$ cat config.mk
export PLATFORM = sky130hd
export DESIGN_NAME = phi_wedge_halo_classifier_flat
export DESIGN_NICKNAME = d
export VERILOG_FILES = /design/src/rtl/pwhc_pkg.sv /design/src/rtl/pwhc_if.sv /design/src/rtl/pwhc_cut.sv /design/src/rtl/pwhc_map.sv /design/src/rtl/phi_wedge_halo_classifier.sv /design/src/flat_wrapper.sv
export SDC_FILE = /design/constraint.sdc
export NUM_CORES = 1
export LEC_CHECK = 0
export BUFFER_PORTS_ARGS = -buffer_cell sky130_fd_sc_hd__buf_2
export CAP_MARGIN = 20
export CORE_ASPECT_RATIO = 0.6
export CORE_MARGIN = 1
export CORE_UTILIZATION = 40
export CTS_CLUSTER_SIZE = 12
export DETAILED_ROUTE_END_ITERATION = 10
export PLACE_DENSITY = 0.56
export SETUP_SLACK_MARGIN = 0.15
export SYNTH_ARGS = -nofsm -noshare
export SYNTH_HDL_FRONTEND = slang
export SYNTH_HIERARCHICAL = 1
export SYNTH_SLANG_ARGS = --single-unit
$ cat constraint.sdc
create_clock -name clk -period 9.45 [get_ports clk]
set_clock_uncertainty 0.2 [all_clocks]
set_input_delay 0.945 -clock clk [delete_from_list [all_inputs] [get_ports clk]]
set_output_delay 0.945 -clock clk [all_outputs]
set_load 0.05 [all_outputs]
$ cat src/rtl/pwhc_pkg.sv
// Shared constants, register codes and types for the phi wedge halo classifier.
// No dependencies; every other file imports this package.
`default_nettype none

package pwhc_pkg;

	// phi map geometry
	localparam int unsigned PHI_BINS   = 512;
	localparam int unsigned PHI_W      = 9;
	localparam int unsigned ROW_BITS   = 8;
	localparam int unsigned ROW_SEL_W  = 3;
	localparam int unsigned ROWS       = (PHI_BINS + ROW_BITS - 1) / ROW_BITS;
	localparam int unsigned ROW_W      = $clog2(ROWS);
	localparam int unsigned PHI_CMP_W  = 11;

	// field widths
	localparam int unsigned ENERGY_W   = 16;
	localparam int unsigned COUNT_W    = 12;
	localparam int unsigned CONF_W     = 16;
	localparam int unsigned THR_Q_W    = 15;
	localparam int unsigned MAG_W      = 17;

	// configuration port
	localparam int unsigned CFG_IDX_W  = 3;
	localparam int unsigned CFG_DATA_W = 16;

	localparam logic [CFG_IDX_W-1:0] REG_LOOSE_ENERGY = 3'd0;
	localparam logic [CFG_IDX_W-1:0] REG_LOOSE_COUNT  = 3'd1;
	localparam logic [CFG_IDX_W-1:0] REG_LOOSE_CONF   = 3'd2;
	localparam logic [CFG_IDX_W-1:0] REG_TIGHT_ENERGY = 3'd3;
	localparam logic [CFG_IDX_W-1:0] REG_TIGHT_COUNT  = 3'd4;
	localparam logic [CFG_IDX_W-1:0] REG_TIGHT_CONF   = 3'd5;

	typedef struct packed {
		logic [ENERGY_W-1:0] energy_min;
		logic [COUNT_W-1:0]  count_min;
		logic [THR_Q_W-1:0]  conf_min;
	} cut_thr_t;

	// request from the classifier stage to the suspect map
	typedef struct packed {
		logic             en;      // stage 1 word retires this cycle
		logic             passed;  // loose or tight
		logic             last;    // event end: clear map after this word
		logic [PHI_W-1:0] phi;
	} map_req_t;

endpackage

`default_nettype wire

$ cat src/rtl/pwhc_if.sv
// Handshake interfaces of the phi wedge halo classifier: wedge, result, config.
// Depends on pwhc_pkg.
`default_nettype none

interface pwhc_wedge_if import pwhc_pkg::*; ();
	logic                       valid;
	logic                       ready;
	logic [ENERGY_W-1:0]        wedge_energy;
	logic [COUNT_W-1:0]         constituent_count;
	logic signed [CONF_W-1:0]   direction_confidence;
	logic [PHI_W-1:0]           phi_index;
	logic                       event_end;

	modport source (output valid, wedge_energy, constituent_count, direction_confidence,
		phi_index, event_end, input ready);
	modport sink (input valid, wedge_energy, constituent_count, direction_confidence,
		phi_index, event_end, output ready);
endinterface

interface pwhc_result_if import pwhc_pkg::*; ();
	logic             valid;
	logic             ready;
	logic             passes_loose;
	logic             passes_tight;
	logic             new_suspect;
	logic [PHI_W-1:0] suspect_phi;
	logic             event_loose;
	logic             event_tight;
	logic             event_done;

	modport source (output valid, passes_loose, passes_tight, new_suspect, suspect_phi,
		event_loose, event_tight, event_done, input ready);
	modport sink (input valid, passes_loose, passes_tight, new_suspect, suspect_phi,
		event_loose, event_tight, event_done, output ready);
endinterface

interface pwhc_cfg_if import pwhc_pkg::*; ();
	logic                  valid;
	logic                  ready;
	logic [CFG_IDX_W-1:0]  index;
	logic [CFG_DATA_W-1:0] data;

	modport source (output valid, index, data, input ready);
	modport sink (input valid, index, data, output ready);
endinterface

`default_nettype wire

$ cat src/rtl/pwhc_cut.sv
// One cut set: strict energy, count and confidence magnitude compares.
// Depends on pwhc_pkg.
`default_nettype none

module pwhc_cut import pwhc_pkg::*; (
	input  logic [ENERGY_W-1:0] energy,
	input  logic [COUNT_W-1:0]  count,
	input  logic [MAG_W-1:0]    mag,
	input  cut_thr_t            thr,
	output logic                pass
);

	assign pass = (energy > thr.energy_min)
		&& (count > thr.count_min)
		&& (mag > MAG_W'(thr.conf_min));

endmodule

`default_nettype wire

$ cat src/rtl/pwhc_map.sv
// Suspect phi bitmap: row memory with per-row valid flops and last-write bypass.
// Depends on pwhc_pkg.
`default_nettype none

module pwhc_map import pwhc_pkg::*; (
	input  logic             clk,
	input  logic             arst_n,
	input  logic             rd_en,
	input  logic [PHI_W-1:0] rd_phi,
	input  map_req_t         req,
	output logic             fresh
);

	logic [ROW_BITS-1:0] mem [ROWS];
	logic [ROW_BITS-1:0] rd_q;
	logic [ROWS-1:0]     row_vld_q;
	logic                lw_vld_q;
	logic [ROW_W-1:0]    lw_row_q;
	logic [ROW_BITS-1:0] lw_data_q;

	logic [ROW_W-1:0]     rd_row;
	logic [ROW_W-1:0]     row;
	logic [ROW_SEL_W-1:0] sel;
	logic                 in_map;
	logic [ROW_BITS-1:0]  base;
	logic [ROW_BITS-1:0]  new_row;
	logic                 wr_en;

	assign rd_row = ROW_W'(rd_phi >> ROW_SEL_W);
	assign row    = ROW_W'(req.phi >> ROW_SEL_W);
	assign sel    = req.phi[ROW_SEL_W-1:0];
	assign in_map = PHI_CMP_W'(req.phi) < PHI_CMP_W'(PHI_BINS);

	// invalid row reads as clear; the newest write to the row wins over the
	// memory word, which may have been read in the same edge that wrote it
	always_comb begin
		if (!(in_map && row_vld_q[row])) begin
			base = '0;
		end else if (lw_vld_q && (lw_row_q == row)) begin
			base = lw_data_q;
		end else begin
			base = rd_q;
		end
	end

	assign fresh   = req.passed && in_map && !base[sel];
	assign new_row = base | (ROW_BITS'(1) << sel);
	assign wr_en   = req.en && fresh && !req.last;

	always_ff @(posedge clk) begin
		if (rd_en) begin
			rd_q <= mem[rd_row];
		end
		if (wr_en) begin
			mem[row] <= new_row;
		end
	end

	always_ff @(posedge clk or negedge arst_n) begin
		if (!arst_n) begin
			row_vld_q <= '0;
			lw_vld_q  <= 1'b0;
		end else if (req.en && req.last) begin
			row_vld_q <= '0;
			lw_vld_q  <= 1'b0;
		end else if (wr_en) begin
			row_vld_q[row] <= 1'b1;
			lw_vld_q       <= 1'b1;
		end
	end

	always_ff @(posedge clk) begin
		if (wr_en) begin
			lw_row_q  <= row;
			lw_data_q <= new_row;
		end
	end

endmodule

`default_nettype wire

$ cat src/rtl/phi_wedge_halo_classifier.sv
// Top level of the phi wedge halo classifier: config registers, stage 1, result register.
// Depends on pwhc_pkg, pwhc_if, pwhc_cut and pwhc_map.
//
//   channel  dir  handshake      word
//   cfg      in   valid/ready    index, data (register write, ready always high)
//   wedge    in   valid/ready    energy, count, confidence, phi, event end
//   result   out  valid/ready    pass flags, new suspect, phi, event flags, done
//
// One word in per cycle sustained while result.ready stays high; each wedge passes
// the stage 1 register (with the suspect row read), then the result register.
// Reset clears thresholds, event flags and the bitmap row valid flags at once.
// A stalled result holds stage 1; wedge.ready drops only while both are full.
// Config is to be written while no wedge is in flight.
`default_nettype none

module phi_wedge_halo_classifier import pwhc_pkg::*; (
	input  logic          clk,
	input  logic          arst_n,
	pwhc_cfg_if.sink      cfg,
	pwhc_wedge_if.sink    wedge,
	pwhc_result_if.source result
);

	// thresholds
	cut_thr_t loose_thr_q;
	cut_thr_t tight_thr_q;

	// stage 1
	logic                     s1_v_q;
	logic [ENERGY_W-1:0]      energy_s1;
	logic [COUNT_W-1:0]       count_s1;
	logic signed [CONF_W-1:0] conf_s1;
	logic [PHI_W-1:0]         phi_s1;
	logic                     last_s1;

	// event flags
	logic any_loose_q;
	logic any_tight_q;

	// result register
	logic             res_v_q;
	logic             loose_q;
	logic             tight_q;
	logic             fresh_q;
	logic [PHI_W-1:0] phi_q;
	logic             ev_loose_q;
	logic             ev_tight_q;
	logic             done_q;

	logic             in_fire;
	logic             s1_adv;
	logic [MAG_W-1:0] mag;
	logic             loose;
	logic             tight;
	logic             fresh;
	map_req_t         map_req;

	assign cfg.ready = 1'b1;

	// register writes; unknown indexes are dropped
	always_ff @(posedge clk or negedge arst_n) begin
		if (!arst_n) begin
			loose_thr_q <= '0;
			tight_thr_q <= '0;
		end else if (cfg.valid) begin
			case (cfg.index)
				REG_LOOSE_ENERGY: loose_thr_q.energy_min <= cfg.data;
				REG_LOOSE_COUNT:  loose_thr_q.count_min  <= cfg.data[COUNT_W-1:0];
				REG_LOOSE_CONF:   loose_thr_q.conf_min   <= cfg.data[THR_Q_W-1:0];
				REG_TIGHT_ENERGY: tight_thr_q.energy_min <= cfg.data;
				REG_TIGHT_COUNT:  tight_thr_q.count_min  <= cfg.data[COUNT_W-1:0];
				REG_TIGHT_CONF:   tight_thr_q.conf_min   <= cfg.data[THR_Q_W-1:0];
				default: ;
			endcase
		end
	end

	// stage 1 moves on when the result register is free or being drained
	assign s1_adv      = s1_v_q && (!res_v_q || result.ready);
	assign wedge.ready = !s1_v_q || s1_adv;
	assign in_fire     = wedge.valid && wedge.ready;

	always_ff @(posedge clk or negedge arst_n) begin
		if (!arst_n) begin
			s1_v_q <= 1'b0;
		end else if (in_fire) begin
			s1_v_q <= 1'b1;
		end else if (s1_adv) begin
			s1_v_q <= 1'b0;
		end
	end

	always_ff @(posedge clk) begin
		if (in_fire) begin
			energy_s1 <= wedge.wedge_energy;
			count_s1  <= wedge.constituent_count;
			conf_s1   <= wedge.direction_confidence;
			phi_s1    <= wedge.phi_index;
			last_s1   <= wedge.event_end;
		end
	end

	// |conf| at 17 bits so the most negative code gives 32768
	assign mag = conf_s1[CONF_W-1] ? (MAG_W'(1 << CONF_W) - MAG_W'($unsigned(conf_s1)))
		: MAG_W'($unsigned(conf_s1));

	pwhc_cut u_loose (
		.energy (energy_s1),
		.count  (count_s1),
		.mag    (mag),
		.thr    (loose_thr_q),
		.pass   (loose)
	);

	pwhc_cut u_tight (
		.energy (energy_s1),
		.count  (count_s1),
		.mag    (mag),
		.thr    (tight_thr_q),
		.pass   (tight)
	);

	// row read rides the accept edge; mark/clear lands when stage 1 retires
	assign map_req.en     = s1_adv;
	assign map_req.passed = loose || tight;
	assign map_req.last   = last_s1;
	assign map_req.phi    = phi_s1;

	pwhc_map u_map (
		.clk    (clk),
		.arst_n (arst_n),
		.rd_en  (in_fire),
		.rd_phi (wedge.phi_index),
		.req    (map_req),
		.fresh  (fresh)
	);

	// event flags include the wedge itself, then clear after the last one
	always_ff @(posedge clk or negedge arst_n) begin
		if (!arst_n) begin
			any_loose_q <= 1'b0;
			any_tight_q <= 1'b0;
		end else if (s1_adv) begin
			any_loose_q <= !last_s1 && (any_loose_q || loose);
			any_tight_q <= !last_s1 && (any_tight_q || tight);
		end
	end

	always_ff @(posedge clk or negedge arst_n) begin
		if (!arst_n) begin
			res_v_q <= 1'b0;
		end else if (s1_adv) begin
			res_v_q <= 1'b1;
		end else if (result.ready) begin
			res_v_q <= 1'b0;
		end
	end

	always_ff @(posedge clk) begin
		if (s1_adv) begin
			loose_q    <= loose;
			tight_q    <= tight;
			fresh_q    <= fresh;
			phi_q      <= phi_s1;
			ev_loose_q <= any_loose_q || loose;
			ev_tight_q <= any_tight_q || tight;
			done_q     <= last_s1;
		end
	end

	assign result.valid        = res_v_q;
	assign result.passes_loose = loose_q;
	assign result.passes_tight = tight_q;
	assign result.new_suspect  = fresh_q;
	assign result.suspect_phi  = phi_q;
	assign result.event_loose  = ev_loose_q;
	assign result.event_tight  = ev_tight_q;
	assign result.event_done   = done_q;

	a_fresh_needs_pass: assert property (@(posedge clk) disable iff (!arst_n)
		res_v_q && fresh_q |-> loose_q || tight_q)
		else $error("new suspect without a passing cut");

	a_event_covers_wedge: assert property (@(posedge clk) disable iff (!arst_n)
		res_v_q |-> (!loose_q || ev_loose_q) && (!tight_q || ev_tight_q))
		else $error("event flag misses this wedge");

	a_flags_clear_on_end: assert property (@(posedge clk) disable iff (!arst_n)
		s1_adv && last_s1 |=> !any_loose_q && !any_tight_q)
		else $error("event flags not cleared after event end");

	a_s1_holds_on_stall: assert property (@(posedge clk) disable iff (!arst_n)
		s1_v_q && !s1_adv |=> s1_v_q && $stable(phi_s1) && $stable(last_s1))
		else $error("stage 1 word lost during stall");

endmodule

`default_nettype wire
$ cat src/flat_wrapper.sv
// flat-port wrapper written by rule: the top's interface ports become plain ports
module phi_wedge_halo_classifier_flat import pwhc_pkg::*;
  (clk, arst_n, cfg_valid, cfg_index, cfg_data, cfg_ready, wedge_valid, wedge_wedge_energy, wedge_constituent_count, wedge_direction_confidence, wedge_phi_index, wedge_event_end, wedge_ready, result_valid, result_passes_loose, result_passes_tight, result_new_suspect, result_suspect_phi, result_event_loose, result_event_tight, result_event_done, result_ready);
  pwhc_cfg_if cfg_i ();
  pwhc_wedge_if wedge_i ();
  pwhc_result_if result_i ();
  input  logic clk;
  input  logic arst_n;
  input wire logic [$bits(cfg_i.valid)-1:0] cfg_valid;
  input wire logic [$bits(cfg_i.index)-1:0] cfg_index;
  input wire logic [$bits(cfg_i.data)-1:0] cfg_data;
  output wire logic [$bits(cfg_i.ready)-1:0] cfg_ready;
  input wire logic [$bits(wedge_i.valid)-1:0] wedge_valid;
  input wire logic [$bits(wedge_i.wedge_energy)-1:0] wedge_wedge_energy;
  input wire logic [$bits(wedge_i.constituent_count)-1:0] wedge_constituent_count;
  input wire logic [$bits(wedge_i.direction_confidence)-1:0] wedge_direction_confidence;
  input wire logic [$bits(wedge_i.phi_index)-1:0] wedge_phi_index;
  input wire logic [$bits(wedge_i.event_end)-1:0] wedge_event_end;
  output wire logic [$bits(wedge_i.ready)-1:0] wedge_ready;
  output wire logic [$bits(result_i.valid)-1:0] result_valid;
  output wire logic [$bits(result_i.passes_loose)-1:0] result_passes_loose;
  output wire logic [$bits(result_i.passes_tight)-1:0] result_passes_tight;
  output wire logic [$bits(result_i.new_suspect)-1:0] result_new_suspect;
  output wire logic [$bits(result_i.suspect_phi)-1:0] result_suspect_phi;
  output wire logic [$bits(result_i.event_loose)-1:0] result_event_loose;
  output wire logic [$bits(result_i.event_tight)-1:0] result_event_tight;
  output wire logic [$bits(result_i.event_done)-1:0] result_event_done;
  input wire logic [$bits(result_i.ready)-1:0] result_ready;
  assign cfg_i.valid = cfg_valid;
  assign cfg_i.index = cfg_index;
  assign cfg_i.data = cfg_data;
  assign cfg_ready = cfg_i.ready;
  assign wedge_i.valid = wedge_valid;
  assign wedge_i.wedge_energy = wedge_wedge_energy;
  assign wedge_i.constituent_count = wedge_constituent_count;
  assign wedge_i.direction_confidence = wedge_direction_confidence;
  assign wedge_i.phi_index = wedge_phi_index;
  assign wedge_i.event_end = wedge_event_end;
  assign wedge_ready = wedge_i.ready;
  assign result_valid = result_i.valid;
  assign result_passes_loose = result_i.passes_loose;
  assign result_passes_tight = result_i.passes_tight;
  assign result_new_suspect = result_i.new_suspect;
  assign result_suspect_phi = result_i.suspect_phi;
  assign result_event_loose = result_i.event_loose;
  assign result_event_tight = result_i.event_tight;
  assign result_event_done = result_i.event_done;
  assign result_i.ready = result_ready;
  phi_wedge_halo_classifier u_core (.clk(clk), .arst_n(arst_n), .cfg(cfg_i), .wedge(wedge_i), .result(result_i));
endmodule
==> run_results.csv, run 1 <==
group,metric,value,unit
floorplanning,fp.dieW,368,um
power_and_ir_drop,vdd_drop_max,127,uV
finish,area_delta_synth_final,14.5,%
clock_network,clock_latency,630,ps
timing,final.period_utilization,0.667,
power_and_ir_drop,pwr-share-seq,0.505,
clock_network,ctsHoldBuffers,0,
critical_path,slowest_delay,900,ps
floorplanning,io_pins,96,
power_and_ir_drop,power.switching,1.89,mW
global_routing,grt.overflow.total,0,
synthesis,synth_ff_type,"edfxtp_1",
synthesis,syn_avg_cell_area,17.5,um2
route,wl,82500,um
timing,drv_slew,0,
critical_path,path_delay_family,"simple AND/OR/NAND/NOR gates",
critical_path,critical_path_class,"register to register",
power_and_ir_drop,p_sw_frac,0.248,
critical_path,cp_common_cell,"ha_1",
route,firstDrtPassIters,5,
place,detailedPlacementHpwl,53900,um
critical_path,cp-start-kind,"register",
synthesis,synthesis.yosys.warnings,6,
route,drc_errors,0,
timing,hold_viol,0,
timing,grt_setup_unrepaired,"false",
critical_path,crit_chain,"inv_1 -> ha_1 -> or3b_2 -> o41ai_1 -> xnor2_1 -> ha_1 -> nand4_1 -> nor4_1 -> a2111oi_2 -> o21ai_1 -> nor4b_4 -> or2_2 -> nand3_1 -> o21bai_4 -> buf_4 -> nor3_1",
timing,fmax,159,MHz
synthesis,ys_ff_latch,758,
timing,maxSlewHeadroom,0.270,
global_routing,grt_pass1_wl,121000,um
clock_network,root_buffer,"clkbuf_16",
clock_network,path_clk_slew,60,ps
timing,finalSetupViolCount,0,
synthesis,synth.distinct_cells,74,
power_and_ir_drop,p_comb_frac,0.120,
clock_network,numCtsBuffers,76,
finish,drive_gt1_frac,0.294,
clock_network,clock-sinks,758,
place,portBuffers,94,
clock_network,cts_resized,0,
global_routing,grt_max_degree,79,
critical_path,crit_fanout,47,
finish,layout.nets,2166,
clock_network,clockBufferDepth,3,
finish,fillCellCount,6779,
route,detail-route-antenna-nets,0,
timing,tightest_slew,1090,ps
timing,hold_ws,154,ps
min_path,hold_class,"input pin to async pin",
flow_run,cap_violations,0,
synthesis,synthCells,1841,
power_and_ir_drop,p_leak,13.0,nW
floorplanning,initial_core_util,0.404,
floorplanning,dieArea,0.0816,mm2
synthesis,ys_async_sr_fraction,0.204,
critical_path,end_kind,"register",
critical_path,cpMaxStageDelayCell,"nor3_1",
timing,min_period,6300,ps
finish,seqCellArea,0.0220,mm2
status,status,"finished clean",
route,vias_per_cell,5.68,
critical_path,cp.required,9500,ps
critical_path,critical_path_buf_inv_count,2,
global_routing,grt_usage,0.203,
synthesis,synthesis.area,0.0322,mm2
critical_path,critPathArrivalTime,6350,ps
route,dr.first_iter.drc_count,1747,
floorplanning,core,0.0796,mm2
route,avgRoutedWirePerCell,26.5,um
floorplanning,rows,80,
clock_network,cts_tree,"built",
finish,multiInputGateArea,0.00966,mm2
timing,setup-tns-final,0,ps
clock_network,htreeDepth,3,
route,vias,17734,
global_routing,antenna_found_initial,6,
clock_network,post_cts_buffers,0,
power_and_ir_drop,p_int,5.75,mW
place,gp_congestion,0.850,
global_routing,first_global_vias,17607,
power_and_ir_drop,pwr-share-clk,0.375,
power_and_ir_drop,cellPowerDensity,208,mW/mm2
synthesis,synth_edf_count,603,
floorplanning,die_y,222,um
synthesis,yosysSeqAreaShare,0.683,
metal layers:
metal | wire length [um] | track usage | part of all wire | up-vias
li1 | - | - | - | 7634
met1 | 40000 | 0.322 | 0.48 | 9359
met2 | 33800 | 0.270 | 0.41 | 629
met3 | 7390 | 0.0618 | 0.090 | 112
met4 | 1360 | 0.0458 | 0.016 | 0
met5 | 0 | 0 | 0 | -
sequential cells by signal (all words and copies together), names as in the netlist, 6 cells and up:
register	flops
u_core/u_map/lw_data_q	8
u_core/u_map/mem	512
u_core/u_map/row_vld_q	64
u_core/count_s1	12
u_core/tight_thr_q	43
u_core/energy_s1	16
u_core/u_map/lw_row_q	6
u_core/phi_s1	9
u_core/u_map/rd_q	8
u_core/conf_s1	16
u_core/result.suspect_phi	9
u_core/loose_thr_q	43
kinds of logic (layout without fill, tap and decap cells):
family                   after synthesis  in the layout  synth area share
buffers and inverters                202            410            0.0265
flip-flops                           758            758             0.683
other                                  2              7          0.000233
adder cells (fa/ha/maj)               87             87            0.0338
XOR/XNOR                              19             19           0.00517
multiplexers                         280            280             0.157
AND/OR/NAND/NOR                      302            302            0.0523
AO/OA/AOI/OAI                        191            191            0.0422
area by class of cell:
cell class / count / share of cell area
diodes: 3 / 0.000204
repair buffers: 185 / 0.0322
inverters: 97 / 0.00988
clock inverters: 12 / 0.00367
well taps: 1066 / 0.0362
clock buffers: 116 / 0.0588
flip-flops and latches: 758 / 0.597
multi-input cells: 883 / 0.262
stage by stage:
stage                     cell area (um2)  total power, mW   util  setup WS (ps)  std cells
after floorplan                     32200             4.50      -           4020       1843
after detailed placement            34300             4.84  0.431           3080       2965
after CTS                           36600             7.71  0.460           3060       3093
final                               36800             7.64  0.463           3150       3120
after global routing                36800             7.92  0.463           2780       3117
after global placement              34200             4.81  0.430           3350       2952
power by group through the flow:
stage	combinational, mW	clock [mW]	sequential, mW
2_1_floorplan	0.567	0	3.93
3_3_place_gp	0.891	0	3.92
3_5_place_dp	0.909	0	3.93
4_1_cts	0.913	2.93	3.86
5_1_grt	0.994	3.05	3.87
6_report	0.914	2.87	3.86
worst paths after layout:
check	from	slack, ps	depth (start not counted)	to
max reg2reg	u_core/conf_s1[0]$_DFFE_PP_	3150	16	u_core/u_map/mem[31][3]$_DFFE_PP_
max	u_core/conf_s1[0]$_DFFE_PP_	3150	16	u_core/u_map/mem[31][3]$_DFFE_PP_
min in group clk	u_core/u_map/row_vld_q[22]$_DFFE_PN0P_	280	2	u_core/u_map/row_vld_q[22]$_DFFE_PN0P_
min	arst_n	150	1	u_core/loose_thr_q[42]$_DFFE_PN0P_
min reg2reg	u_core/u_map/row_vld_q[22]$_DFFE_PN0P_	280	2	u_core/u_map/row_vld_q[22]$_DFFE_PN0P_
max in group asynchronous	arst_n	7740	3	u_core/tight_thr_q[9]$_DFFE_PN0P_
cells in the final DEF, fill, tap and decap left out, drive strengths merged, types with 6 or more instances in the layout:
| cell type | synthesis | final |
|---|---|---|
| o21ai | 27 | 27 |
| a221oi | 6 | 6 |
| nor4 | 40 | 40 |
| dfrtp | 155 | 155 |
| nand3 | 21 | 21 |
| buf | 52 | 174 |
| xnor2 | 19 | 19 |
| nand2 | 105 | 105 |
| mux2i | 20 | 20 |
| o41ai | 10 | 10 |
| a21oi | 34 | 34 |
| nand4 | 15 | 15 |
| mux2 | 90 | 90 |
| or3 | 6 | 6 |
| nand2b | 7 | 7 |
| o31ai | 58 | 58 |
| nand3b | 9 | 9 |
| clkinv | 1 | 9 |
| o22ai | 6 | 6 |
| clkbuf | 53 | 127 |
| inv | 96 | 98 |
| edfxtp | 603 | 603 |
| nor3 | 31 | 31 |
| ha | 87 | 87 |
| nor2b | 11 | 11 |
| nor2 | 22 | 22 |
| a21o | 14 | 14 |
| or2 | 8 | 8 |
| mux4 | 170 | 170 |
cells in the mapped netlist, types with 4 or more instances:
master    count  area [um2]
a21o_1       14         105
a21oi_1      33         165
a221oi_1      5        43.8
a22o_1        5        43.8
a22oi_1       4        30.0
and2_1        4        25.0
buf_1        18        67.6
buf_2        21         105
buf_4         8        60.1
buf_6         5        56.3
clkbuf_1     53         199
dfrtp_1     155        3880
edfxtp_1    603       18100
ha_1         87        1090
inv_1        96         360
mux2_2       90        1010
mux2i_1      20         200
mux4_2      170        3830
nand2_1     105         394
nand2b_1      7        43.8
nand3_1      21         105
nand3b_1      9        67.6
nand4_1      14        87.6
nor2_1       21        78.8
nor2b_1      11        68.8
nor3_1       31         155
nor4_1       33         206
nor4_2        7        87.6
o21ai_0      21         105
o21ai_1       5        25.0
o22ai_1       6        37.5
o31ai_1      58         435
o41ai_1      10        87.6
or2_2         8        50.1
or3_1         6        37.5
xnor2_1      19         166
(Power assumes the default switching activity.)
==> run 2: changes to the inputs <==
clock period = 5.85 ns   (was 9.45 ns; I/O delays follow)
==> run 2 against run 1 <==
Against the previous run: design area grew 1.5%; utilization grew 0.72 points; die area stayed put; largest cell class unchanged; sequential power rose by 61%; clock-buffer cell count fell by 3.
==> run_results.csv, run 2 (synthesis results as in run 1) <==
group,metric,value,unit
floorplanning,fp.dieW,368,um
power_and_ir_drop,pwr-share-seq,0.506,
place,post-place-ws,-21.3,ps
timing,min_period,5370,ps
route,drc_errors,0,
finish,final_common_cell,"edfxtp_1",
clock_network,clock_latency,640,ps
finish,final_cell_mix,"603 x edfxtp_1, 170 x mux4_2, 155 x dfrtp_1",
global_routing,use_met2,0.277,
power_and_ir_drop,p_sw_frac,0.255,
critical_path,cp.required,5890,ps
finish,drive_gt1_frac,0.292,
finish,multiInputGateArea,0.00982,mm2
finish,regMostFlops,"u_core/u_map/mem",
timing,final.period_utilization,0.918,
global_routing,top_usage_layer,"met1",
place,gp_congestion,0.841,
critical_path,r2r_setup_slack,480,ps
global_routing,first_global_vias,18041,
critical_path,crit_fanout,37,
flow_run,cap_violations,0,
route,vias_per_cell,5.69,
critical_path,end_kind,"register",
global_routing,grt.overflow.total,0,
floorplanning,dieArea,0.0816,mm2
status,status,"finished clean",
finish,reg_top3,"u_core/u_map/mem (512), u_core/u_map/row_vld_q (64)",
route,avgRoutedWirePerCell,26.9,um
finish,area_delta_synth_final,16.2,%
clock_network,root_buffer,"clkbuf_16",
global_routing,grt_usage,0.210,
finish,layout.nets,2209,
timing,grt_setup_unrepaired,"false",
place,detailedPlacementHpwl,55700,um
min_path,worstHoldPathCells,3,
place,portBuffers,94,
power_and_ir_drop,p_total,12.3,mW
clock_network,post_cts_buffers,0,
finish,largest_reg_flops,512,
critical_path,r2r_cells,15,
power_and_ir_drop,cellPowerDensity,329,mW/mm2
power_and_ir_drop,p_comb_frac,0.128,
timing,finalSetupViolCount,0,
global_routing,antenna_found_initial,15,
floorplanning,die_y,222,um
power_and_ir_drop,vdd_drop_max,243,uV
global_routing,grt_util_met3,0.0652,
timing,drv_slew,0,
clock_network,numCtsBuffers,76,
finish,seqCellArea,0.0220,mm2
critical_path,critPathArrivalTime,5410,ps
clock_network,clock-sinks,758,
route,detail-route-antenna-nets,0,
timing,fmax,186,MHz
clock_network,htreeDepth,3,
floorplanning,initial_core_util,0.404,
min_path,hold_class,"input pin to register",
route,wl,84800,um
clock_network,cts_tree,"built",
power_and_ir_drop,power.switching,3.14,mW
route,dr.first_iter.drc_count,1986,
global_routing,grt_max_degree,92,
critical_path,cp-start-kind,"register",
floorplanning,core,0.0796,mm2
timing,hold_viol,0,
timing,hold_ws,52.0,ps
min_path,hp-start,"result_ready",
global_routing,grt_pass1_wl,125000,um
power_and_ir_drop,pwr-share-clk,0.366,
critical_path,critical_path_class,"register to register",
timing,fin_ws,481,ps
global_routing,met1_usage,0.332,
min_path,hold_end,"u_core/result.valid$_DFFE_PN0P_",
route,firstDrtPassIters,6,
timing,tightest_slew,1060,ps
critical_path,timing.rr.end,"u_core/u_map/mem[39][4]$_DFFE_PP_",
clock_network,path_clk_slew,60,ps
finish,fillCellCount,6756,
timing,maxSlewHeadroom,0.284,
power_and_ir_drop,p_int,9.18,mW
power_and_ir_drop,p_leak,13.3,nW
floorplanning,io_pins,96,
route,vias,17967,
floorplanning,rows,80,
clock_network,clockBufferDepth,3,
critical_path,r2r-start,"u_core/conf_s1[0]$_DFFE_PP_",
[run 2: power groups by stage]
stage | Clock [mW] | Sequential (mW) | Combinational (mW)
final | 4.51 | 6.23 | 1.57
after global routing | 4.83 | 6.25 | 1.71
after CTS | 4.62 | 6.23 | 1.55
after detailed placement | 0 | 6.34 | 1.51
after global placement | 0 | 6.34 | 1.48
after floorplan | 0 | 6.35 | 0.916
[run 2: what timing repair did]
action                                  CTS  global route
pin swaps                                 0             0
hold buffers                             51             0
hold endpoints to repair                141             0
gates resized for setup                  16            18
endpoints found under the setup margin  128           257
[run 2: per-stage QoR]
stage	area, um2	util	std cells	setup TNS (ps)
global route	37400	0.470	3158	0
global placement	34400	0.432	2968	0
detailed placement	34400	0.432	2973	-199
CTS	37200	0.468	3150	0
floorplan	32200	-	1843	0
finish	37400	0.470	3159	0
[run 2: worst max path at each step]
stage / start / end / slack, ps / depth (start not counted)
after floorplan: u_core/phi_s1[6]$_DFFE_PP_ / u_core/u_map/lw_data_q[4]$_DFFE_PP_ / 420 / 9
after global placement: u_core/conf_s1[0]$_DFFE_PP_ / u_core/u_map/mem[17][4]$_DFFE_PP_ / 110 / 15
after detailed placement: u_core/conf_s1[0]$_DFFE_PP_ / u_core/u_map/mem[42][2]$_DFFE_PP_ / -20 / 16
after CTS: u_core/conf_s1[0]$_DFFE_PP_ / u_core/u_map/mem[61][0]$_DFFE_PP_ / 130 / 16
after global routing: u_core/conf_s1[7]$_DFFE_PP_ / u_core/u_map/mem[3][4]$_DFFE_PP_ / 250 / 13
final: u_core/conf_s1[0]$_DFFE_PP_ / u_core/u_map/mem[39][4]$_DFFE_PP_ / 480 / 15
[run 2: layer usage]
layer / vias to the layer above / part of all wire / routed length (um)
met2: 762 / 0.41 / 34800
met4: 2 / 0.017 / 1460
met3: 108 / 0.094 / 7940
li1: 7707 / - / -
met1: 9388 / 0.48 / 40600
met5: - / 0.00061 / 52
[run 2: cell type report]
cell class                 count  share of cell area
antenna                        1           0.0000669
clock buffer                 113              0.0557
clock inverter                13             0.00365
inverter                      97             0.00973
multi-input combinational    883               0.262
sequential                   758               0.588
tap                         1066              0.0357
timing repair buffer         228              0.0450
[run 2: worst max-delay path, cell delays in order, from the launching register on]
cell and delay [ps]:
edfxtp_1 460, inv_1 90, ha_1 140, or3b_2 540, o41ai_1 350, xnor2_1 160
ha_1 330, nand4_1 150, nor4_2 480, a2111oi_2 140, o21ai_1 170, nor4b_4 270
or2_2 220, o21ai_4 80, buf_12 210, nor4_2 930
